===== src/rtl/rmq_pkg.sv =====
package rmq_pkg;

  localparam int ROOT_W  = 16;
  localparam int RAD_W   = 32;
  localparam int REM_W   = 18;
  localparam int QUO_W   = 15;
  localparam int DIFF_W  = 17;
  localparam int LATENCY = 34;
  localparam logic [15:0] QONE = 16'd16384;

  typedef enum logic [1:0] {
    BR_TRACE = 2'd0,
    BR_X     = 2'd1,
    BR_Y     = 2'd2,
    BR_Z     = 2'd3
  } branch_t;

  typedef struct packed {
    logic signed [15:0] r1c1;
    logic signed [15:0] r1c2;
    logic signed [15:0] r1c3;
    logic signed [15:0] r2c1;
    logic signed [15:0] r2c2;
    logic signed [15:0] r2c3;
    logic signed [15:0] r3c1;
    logic signed [15:0] r3c2;
    logic signed [15:0] r3c3;
  } matrix_t;

  typedef struct packed {
    logic signed [15:0] quat_x;
    logic signed [15:0] quat_y;
    logic signed [15:0] quat_z;
    logic signed [15:0] quat_w;
    logic [1:0]         branch_taken;
    logic               degenerate;
  } quat_t;

  typedef struct packed {
    logic                      valid;
    branch_t                   branch;
    logic                      degen;
    logic signed [DIFF_W-1:0]  d0;
    logic signed [DIFF_W-1:0]  d1;
    logic signed [DIFF_W-1:0]  d2;
  } side_t;

  typedef struct packed {
    logic [ROOT_W-1:0] part;
    logic [QUO_W-1:0]  low;
    logic [QUO_W-1:0]  quo;
    logic              neg;
    logic              ovf;
  } div_t;

endpackage


===== src/rtl/rmq_div_cell.sv =====
module rmq_div_cell (
  input  logic                        clk,
  input  rmq_pkg::div_t               cur_in,
  input  logic [rmq_pkg::ROOT_W-1:0]  divisor_in,
  output rmq_pkg::div_t               cur_out,
  output logic [rmq_pkg::ROOT_W-1:0]  divisor_out
);

  logic [rmq_pkg::ROOT_W:0] t;
  logic [rmq_pkg::ROOT_W:0] dext;
  logic [rmq_pkg::ROOT_W:0] diff;
  logic                     ge;
  rmq_pkg::div_t            cur_next;

  always_comb begin
    t    = {cur_in.part, cur_in.low[rmq_pkg::QUO_W-1]};
    dext = {1'b0, divisor_in};
    diff = t - dext;
    ge   = (t >= dext);
    cur_next      = cur_in;
    cur_next.part = ge ? diff[rmq_pkg::ROOT_W-1:0] : t[rmq_pkg::ROOT_W-1:0];
    cur_next.low  = {cur_in.low[rmq_pkg::QUO_W-2:0], 1'b0};
    cur_next.quo  = {cur_in.quo[rmq_pkg::QUO_W-2:0], ge};
  end

  always_ff @(posedge clk) begin
    cur_out     <= cur_next;
    divisor_out <= divisor_in;
  end

endmodule


===== config.mk =====
export PLATFORM = sky130hd
export DESIGN_NAME = rmq_div_cell
export DESIGN_NICKNAME = d
export VERILOG_FILES = /design/src/rtl/rmq_pkg.sv /design/src/rtl/rmq_div_cell.sv
export SDC_FILE = /design/constraint.sdc
export NUM_CORES = 1
export LEC_CHECK = 0
export BUFFER_PORTS_ARGS = -buffer_cell sky130_fd_sc_hd__buf_2
export CAP_MARGIN = 20
export CORE_MARGIN = 2
export CORE_UTILIZATION = 48
export CTS_CLUSTER_DIAMETER = 150
export DETAILED_ROUTE_END_ITERATION = 10
export GPL_TIMING_DRIVEN = 0
export PLACE_DENSITY = 0.85
export SYNTH_ARGS = -nofsm -noshare
export SYNTH_HDL_FRONTEND = slang
export SYNTH_SLANG_ARGS = --single-unit
export TNS_END_PERCENT = 20

===== constraint.sdc =====
create_clock -name clk -period 4.3 [get_ports clk]
set_clock_uncertainty 0.1 [all_clocks]
set_input_delay 0.86 -clock clk [delete_from_list [all_inputs] [get_ports clk]]
set_output_delay 0.86 -clock clk [all_outputs]
set_load 0.1 [all_outputs]

==> impl_results.md <==
- Sink Count: 63
- Fmax: 329.5 MHz
- Actual slew at the worst max-slew pin: 0.5751 ns
- Detailed Place HPWL: 4507 microns
- Vias after detailed routing: 2038
- Worst path bufs/invs: 2
- GPL Wtd Cong: 0.7983
- GRT Total Usage: 0.1984
- Seq/Total Area, Yosys: 0.5217
- Drt pass-1 iters: 4
- Die footprint: 5620 sq um
- CTS Buf Count: 9
- Synth area leader: dfxtp_1
- Initial antenna violation count: 0
- CP peak stage delay: 0.54 ns
- Synth Instances: 220
- Postcts setup bufs: 0
- Internal power: 1.110 mW
- Remaining DRCs: 0
- Combinational power share: 0.362
- I/O Buffers: 126
- First-pass GRT wire length: 8148 microns
- Max Transition Viols Final: 0
- Crit-path cells: buf_2, inv_1, ha_1, fa_1, nor2b_1, o31ai_1, a211oi_1, nor2_1, a32o_1, o31a_1
- Clk buf depth: 2
- Sequential share of power: 0.347
- Status: completed
- FF+latch count, synth: 63
- # IOs: 129
- Slew headroom: 0.6143
- Ant diodes: 0
- Grt total ovfl: 0
- Startpoint Class: primary input
- Delay-heaviest family, CP: compound AO/OA/AOI/OAI gates
- Switching power: 764.9 uW
- Share of layout cells above drive strength 1: 0.4530
- Syn Area/Cell: 10.99 sq um
- P per Cell Area: 560.5 nW/um^2
- Mapped Area: 2417 sq um
- Worst path slowest cell: a211oi_1
- Final period util: 0.7057
- Hold buffer count at cts: 0
- Yosys cell types: 40
- Final hold viol count: 0
- Synth top area cells: dfxtp_1 52%, ha_1 8.3%, mux2_4 3.7%
- CTS tree: done
- DIE HEIGHT: 74.97 microns
- Switching share of power: 0.4081
- Effective utilization at floorplan: 0.5051
- Post-cts sizing count: 0
- Vias in the first global route: 1912
- Commonest non-fill, non-tap cells in the layout: 126 x buf_2, 63 x dfxtp_1, 22 x inv_1
- Async set-or-reset flop fraction in the synthesized netlist: 0
- Pleak: 1.716 nW
- Setup Viol. Count Final: 0
- Root buf cell: clkbuf_8
- Nets: 439
- Width of the chip: 74.97 microns
- FP Rows: 25
- Max-cap viol count: 0
- Tmin final: 3.035 ns
- Unrepaired setup endpoints after global routing: false
- First DRT Iteration DRCs: 43
- Post-synth top area share: 0.5217
- Vias per cell: 4.751
- Hold depth: 1
- Setup_tns: 0 ns
- Layout filler cell count: 387
- Levels on crit path: 10
- Area growth, synth to finish: 38.35%
- Min Hold Slack: 0.5214 ns
- Clock transition at path regs: 0.07 ns
- Routed WL: 5579 microns
- Synth Net Count: 302
- Max VDD drop: 313.8 uV
- Arrival time worst endpoint: 3.15 ns
- Remaining antenna violation count: 0
- CP Capture Type: flip-flop
- Warnings, synthesis: 0
- Ys flop type: dfxtp_1
- H-tree depth: 3
- Core ar.: 4786 sq um
- WS Path Type: in2reg
- Worst Path Max Fanout: 4
- DR WL/cell: 13.00 microns
- EDFF count, synth: 0
- Largest net degree at the start of global routing: 12
- Clk pwr share: 0.291
- Most common cell after layout, fill and taps aside: buf_2
- Worst Hold Class: in2reg
- Critical Path RT: 4.42 ns
## metrics by stage
stage	cell area (sq um)	setup WS, ns	util	power [mW]	cells
2_1_floorplan	2417	1.331	-	1.228	220
3_3_place_gp	3132	0.9403	0.6544	1.332	413
6_report	3344	1.265	0.6988	1.874	429
4_1_cts	3344	1.256	0.6988	1.891	429
3_5_place_dp	3132	0.9190	0.6544	1.343	413
5_1_grt	3344	1.048	0.6988	1.948	429
## power by group through the flow
| stage | logic, mW | clock network, mW | registers, mW |
|---|---|---|---|
| 3_3_place_gp | 0.671 | 0 | 0.661 |
| 5_1_grt | 0.707 | 0.587 | 0.654 |
| 4_1_cts | 0.680 | 0.559 | 0.652 |
| 3_5_place_dp | 0.678 | 0 | 0.664 |
| 6_report | 0.678 | 0.546 | 0.651 |
| 2_1_floorplan | 0.159 | 0 | 1.07 |
## state kept, by name, summed over array words and instances (netlist names)
register     count
cur_out         47
divisor_out     16
## cells in the mapped netlist (2+ instances only)
master and n:
nand3_1 3, a21oi_1 14, xor2_1 3, nand4_1 2, xnor2_1 6, a21o_1 7, o31a_1 2, o21ai_0 12
buf_4 3, o21a_1 3, ha_1 16, a21boi_0 2, mux2_2 7, a211oi_1 5, dfxtp_1 63, nand2_1 8
nor2b_1 3, inv_1 22, nor2_1 12, mux2_4 6, mux2i_1 2
## cell families after synthesis
kind of cell             Yosys count  share of synthesized area
AO/OA/AOI/OAI                     55                     0.1563
flip-flops                        63                     0.5217
buffers and inverters             27                    0.05020
multiplexers                      15                    0.07816
other                              1                   0.001551
AND/OR/NAND/NOR                   33                    0.06832
XOR/XNOR                           9                    0.03261
adder cells (fa/ha/maj)           17                    0.09110
## layout make-up
cell class / count / area, sq um / share of cell area
timing repair buffer: 126 / 630.6 / 0.1886
buffer: 5 / 38.79 / 0.01160
inverter: 22 / 82.58 / 0.02469
clock buffer: 10 / 127.6 / 0.03816
clock inverter: 6 / 85.08 / 0.02544
tap: 67 / 83.83 / 0.02507
sequential: 63 / 1261 / 0.3771
multi-input combinational: 130 / 1035 / 0.3094
## routing by layer
metal | wire, microns | global-route usage | part of all wire | vias to the layer above
met3 | 474 | 0.08568 | 0.085 | 6
met2 | 2874 | 0.3548 | 0.52 | 91
li1 | - | - | - | 1036
met4 | 55 | 0.08532 | 0.0099 | 0
met1 | 2174 | 0.2003 | 0.39 | 905
met5 | 0 | 0 | 0 | -
## worst paths after layout
| path | start | endpoint | slack (ns) |
|---|---|---|---|
| setup / recovery | cur_in[31] | cur_out[44] | 1.27 |
| hold / removal | cur_in[18] | cur_out[19] | 0.52 |
(Power assumes the default switching activity.)
