## src/rtl/rmq_pkg.sv

```systemverilog
package rmq_pkg;

  localparam int ROOT_W  = 16;
  localparam int RAD_W   = 32;
  localparam int REM_W   = 18;
  localparam int QUO_W   = 15;
  localparam int DIFF_W  = 17;
  localparam int LATENCY = 34;
  localparam logic [15:0] QONE = 16'd16384;

  typedef enum logic [1:0] {
    BR_TRACE = 2'd0,
    BR_X     = 2'd1,
    BR_Y     = 2'd2,
    BR_Z     = 2'd3
  } branch_t;

  typedef struct packed {
    logic signed [15:0] r1c1;
    logic signed [15:0] r1c2;
    logic signed [15:0] r1c3;
    logic signed [15:0] r2c1;
    logic signed [15:0] r2c2;
    logic signed [15:0] r2c3;
    logic signed [15:0] r3c1;
    logic signed [15:0] r3c2;
    logic signed [15:0] r3c3;
  } matrix_t;

  typedef struct packed {
    logic signed [15:0] quat_x;
    logic signed [15:0] quat_y;
    logic signed [15:0] quat_z;
    logic signed [15:0] quat_w;
    logic [1:0]         branch_taken;
    logic               degenerate;
  } quat_t;

  typedef struct packed {
    logic                      valid;
    branch_t                   branch;
    logic                      degen;
    logic signed [DIFF_W-1:0]  d0;
    logic signed [DIFF_W-1:0]  d1;
    logic signed [DIFF_W-1:0]  d2;
  } side_t;

  typedef struct packed {
    logic [ROOT_W-1:0] part;
    logic [QUO_W-1:0]  low;
    logic [QUO_W-1:0]  quo;
    logic              neg;
    logic              ovf;
  } div_t;

endpackage

```

## src/rtl/rmq_sqrt_cell.sv

```systemverilog
module rmq_sqrt_cell (
  input  logic                        clk,
  input  logic                        rst,
  input  rmq_pkg::side_t              side_in,
  input  logic [rmq_pkg::REM_W-1:0]   rem_in,
  input  logic [rmq_pkg::ROOT_W-1:0]  root_in,
  input  logic [rmq_pkg::RAD_W-1:0]   rad_in,
  output rmq_pkg::side_t              side_out,
  output logic [rmq_pkg::REM_W-1:0]   rem_out,
  output logic [rmq_pkg::ROOT_W-1:0]  root_out,
  output logic [rmq_pkg::RAD_W-1:0]   rad_out
);

  logic [rmq_pkg::REM_W+1:0] cand;
  logic [rmq_pkg::REM_W+1:0] trial_sub;
  logic [rmq_pkg::REM_W+1:0] trial;
  logic                      ge;

  always_comb begin
    cand      = {rem_in, rad_in[rmq_pkg::RAD_W-1 -: 2]};
    trial_sub = {2'b00, root_in, 2'b01};
    trial     = cand - trial_sub;
    ge        = (cand >= trial_sub);
  end

  always_ff @(posedge clk) begin
    if (rst) begin
      side_out.valid <= 1'b0;
    end else begin
      side_out <= side_in;
    end
    rem_out  <= ge ? trial[rmq_pkg::REM_W-1:0] : cand[rmq_pkg::REM_W-1:0];
    root_out <= {root_in[rmq_pkg::ROOT_W-2:0], ge};
    rad_out  <= {rad_in[rmq_pkg::RAD_W-3:0], 2'b00};
  end

endmodule

```

## config.mk

```make
export PLATFORM = sky130hd
export DESIGN_NAME = rmq_sqrt_cell
export DESIGN_NICKNAME = d
export VERILOG_FILES = /design/src/rtl/rmq_pkg.sv /design/src/rtl/rmq_sqrt_cell.sv
export SDC_FILE = /design/constraint.sdc
export NUM_CORES = 1
export LEC_CHECK = 0
export ABC_AREA = 1
export BUFFER_PORTS_ARGS = -buffer_cell sky130_fd_sc_hd__buf_4
export CORE_MARGIN = 2
export CORE_UTILIZATION = 44
export DETAILED_ROUTE_END_ITERATION = 12
export PLACE_DENSITY = 0.8
export SLEW_MARGIN = 20
export SYNTH_ARGS = -nofsm -noshare
export SYNTH_HDL_FRONTEND = slang
export SYNTH_SLANG_ARGS = --single-unit
```

## constraint.sdc

```tcl
create_clock -name clk -period 2.2 [get_ports clk]
set_input_delay 0.44 -clock clk [delete_from_list [all_inputs] [get_ports clk]]
set_output_delay 0.44 -clock clk [all_outputs]
set_load 0.005 [all_outputs]
```

==> results.yml <==
timing:
  setup_tns_ns: 0
  max_freq_ghz: 0.631
  hold_viol_final: 0
  final.min_clock_period_ns: 1.59
  setup_violations: 0
  slew_viol_final: 0
  finalCritPeriodShare: 0.721
  rsz0062_at_grt: "no"
global_routing:
  grt_pass1_vias: 3548
  grt_max_degree: 35
  grt_usage: 0.237
  grt_pass1_wl_um: 18200
  antenna_found_initial: 0
  grt_overflow_total: 0
worst_hold_path:
  hold_end: "rad_out[13]"
  min_path_type: "in -> reg"
  hp-start: "rad_in[11]"
  hold_depth: 1
yosys:
  synthCells: 386
  async_flop_share: 0
  ys_ff_latch: 119
  synth-edff-count: 54
  syn_avg_cell_area_sq_um: 11.2
  netlist-cell-type-count: 30
  ys_dominant_reg_cell: "dfxtp_1"
  synth-seq-area-share: 0.673
  synth_warnings: 0
  syn_area_sq_um: 4340
finish:
  drive_above_1_share: 0.456
  regArea_sq_um: 2920
  area_delta_synth_final_pct: 59.0
  fillerInstances: 719
  nets: 786
  n_antenna_cell: 0
  mostFrequentLayoutCell: "buf_4"
  multi_input_area_sq_um: 1180
  layout_common_cells: "buf_4 (243), nand2_1 (102), dfxtp_1 (65)"
die:
  io_pins: 244
  die_w_um: 103
  core_sq_um: 9680
  start_util: 0.448
  die_h_um: 103
  dieArea_sq_um: 10700
  num_rows: 36
clock_network:
  post_cts_buffers: 0
  clock-sinks: 119
  cts_buffers: 17
  cts.clk_slew.worst_paths_ns: 0.06
  hold_buffers: 0
  cts_max_level: 4
  clockRootBuffer: "clkbuf_8"
  cts_tree: "done"
  cts_buffer_depth: 2
  post_cts_resized: 0
placement:
  hpwlAfterDp_um: 10200
  place_congestion: 0.905
  io_buffers: 241
drt:
  vias: 3676
  ant_nets: 0
  drc: 0
  drt_iter0_drc: 75
  wl_um: 13000
  wl_per_cell_um: 16.4
  first_pass_iters: 4
  vias_per_cell: 4.65
pwr:
  total_power_mw: 6.20
  power.internal_mw: 4.76
  clock_power_share: 0.435
  pwr_density_cell_nw_per_um2: 898
  netSwitchingFraction: 0.231
  peakVddDrop_mv: 0.485
  power_switching_mw: 1.43
  p_comb_frac: 0.149
  pwr-share-seq: 0.416
  p_leak_nw: 3.39
setup_path:
  cpPeakStageDelay_ns: 0.35
  critical-path-top-delay-family: "simple AND/OR/NAND/NOR gates"
  worstPathRequired_ns: 2.63
  crit_buf_inv: 2
  cp_slowest_cell: "ha_1"
  crit_path_start_kind: "primary input"
  crit_top_cell: "nand2_1"
  cp.depth: 11
  arrival_ns: 2.02
  critPathMaxFanout: 25
  endpoint_kind: "flip-flop"
  cp_cell_sequence: "buf_4, ha_1, a21oi_1, nand2_1, nand3_1, nand3_2, nand2_1, nand2_4, inv_4, nand2_2, o21ai_2"
  critPathKind: "in -> reg"
job:
  maxCapViolCount: 0
run_status:
  status: "finished, final reports clean"
-- kinds of logic (layout without fill, tap and decap cells) --
| group | after synthesis | count (layout) | synth area share |
|---|---|---|---|
| flops | 119 | 119 | 0.673 |
| other cells | 1 | 2 | 0.000864 |
| compound gates | 24 | 24 | 0.0352 |
| xor+xnor | 10 | 10 | 0.0202 |
| buf+inv | 55 | 326 | 0.0559 |
| fa+ha+maj | 18 | 18 | 0.0519 |
| simple gates | 159 | 159 | 0.163 |
-- registers in the layout, indices dropped and copies added (netlist names) --
register / flops
side_out: 55
rad_out: 30
rem_out: 18
root_out: 16
-- layout make-up --
type | instances | share of cell area
clock inverters | 9 | 0.0123
inverters | 50 | 0.0276
multi-input cells | 213 | 0.171
clock buffers | 23 | 0.0745
repair buffers | 244 | 0.267
flip-flops and latches | 119 | 0.423
well taps | 133 | 0.0241
-- per-layer routing --
layer | vias to the layer above | routed length, um | global-route usage
li1 | 1766 | - | -
met1 | 1716 | 4440 | 0.233
met2 | 163 | 6950 | 0.442
met3 | 31 | 1210 | 0.0860
met4 | 0 | 405 | 0.111
met5 | - | 0 | 0
-- worst max-delay path by stage --
stage                         start           to  slack, ns
after floorplan                 rst  side_out[0]       0.30
after global placement    rem_in[1]   rem_out[4]       0.16
after detailed placement  rem_in[1]  rem_out[12]        0.1
after CTS                 rem_in[1]   rem_out[7]       0.62
after global routing      rem_in[9]   rem_out[5]       0.48
final                     rem_in[1]   rem_out[7]       0.61
-- metrics by stage --
step	util	area, sq um	hold WS (ns)	worst slack, ns	cells
2_1_floorplan	-	4350	0.468	0.302	387
3_3_place_gp	0.651	6300	0.544	0.159	759
3_5_place_dp	0.651	6300	0.546	0.0982	759
4_1_cts	0.713	6900	0.00834	0.620	791
5_1_grt	0.713	6900	0.00328	0.477	791
6_report	0.713	6900	0.0309	0.614	791
-- synth_stat cells, types with 5 or more instances --
library cell / n / share of area
nand3_1: 18 / 0.021
xnor2_1: 6 / 0.012
nand3b_1: 6 / 0.010
edfxtp_1: 54 / 0.37
dfxtp_1: 65 / 0.30
nand2_1: 102 / 0.088
o21ai_2: 8 / 0.016
nor2_1: 15 / 0.013
a21oi_1: 12 / 0.014
ha_1: 18 / 0.052
nand2_2: 5 / 0.0072
inv_1: 48 / 0.041
-- power by group through the flow --
stage | combinational (mW) | sequential, mW | clock (mW)
after detailed placement | 0.923 | 2.62 | 0
final | 0.924 | 2.58 | 2.70
after global placement | 0.903 | 2.61 | 0
after global routing | 1.01 | 2.59 | 2.86
after floorplan | 0.330 | 2.64 | 0
after CTS | 0.932 | 2.58 | 2.75
Note: power is estimated with default switching activity, not from simulation.
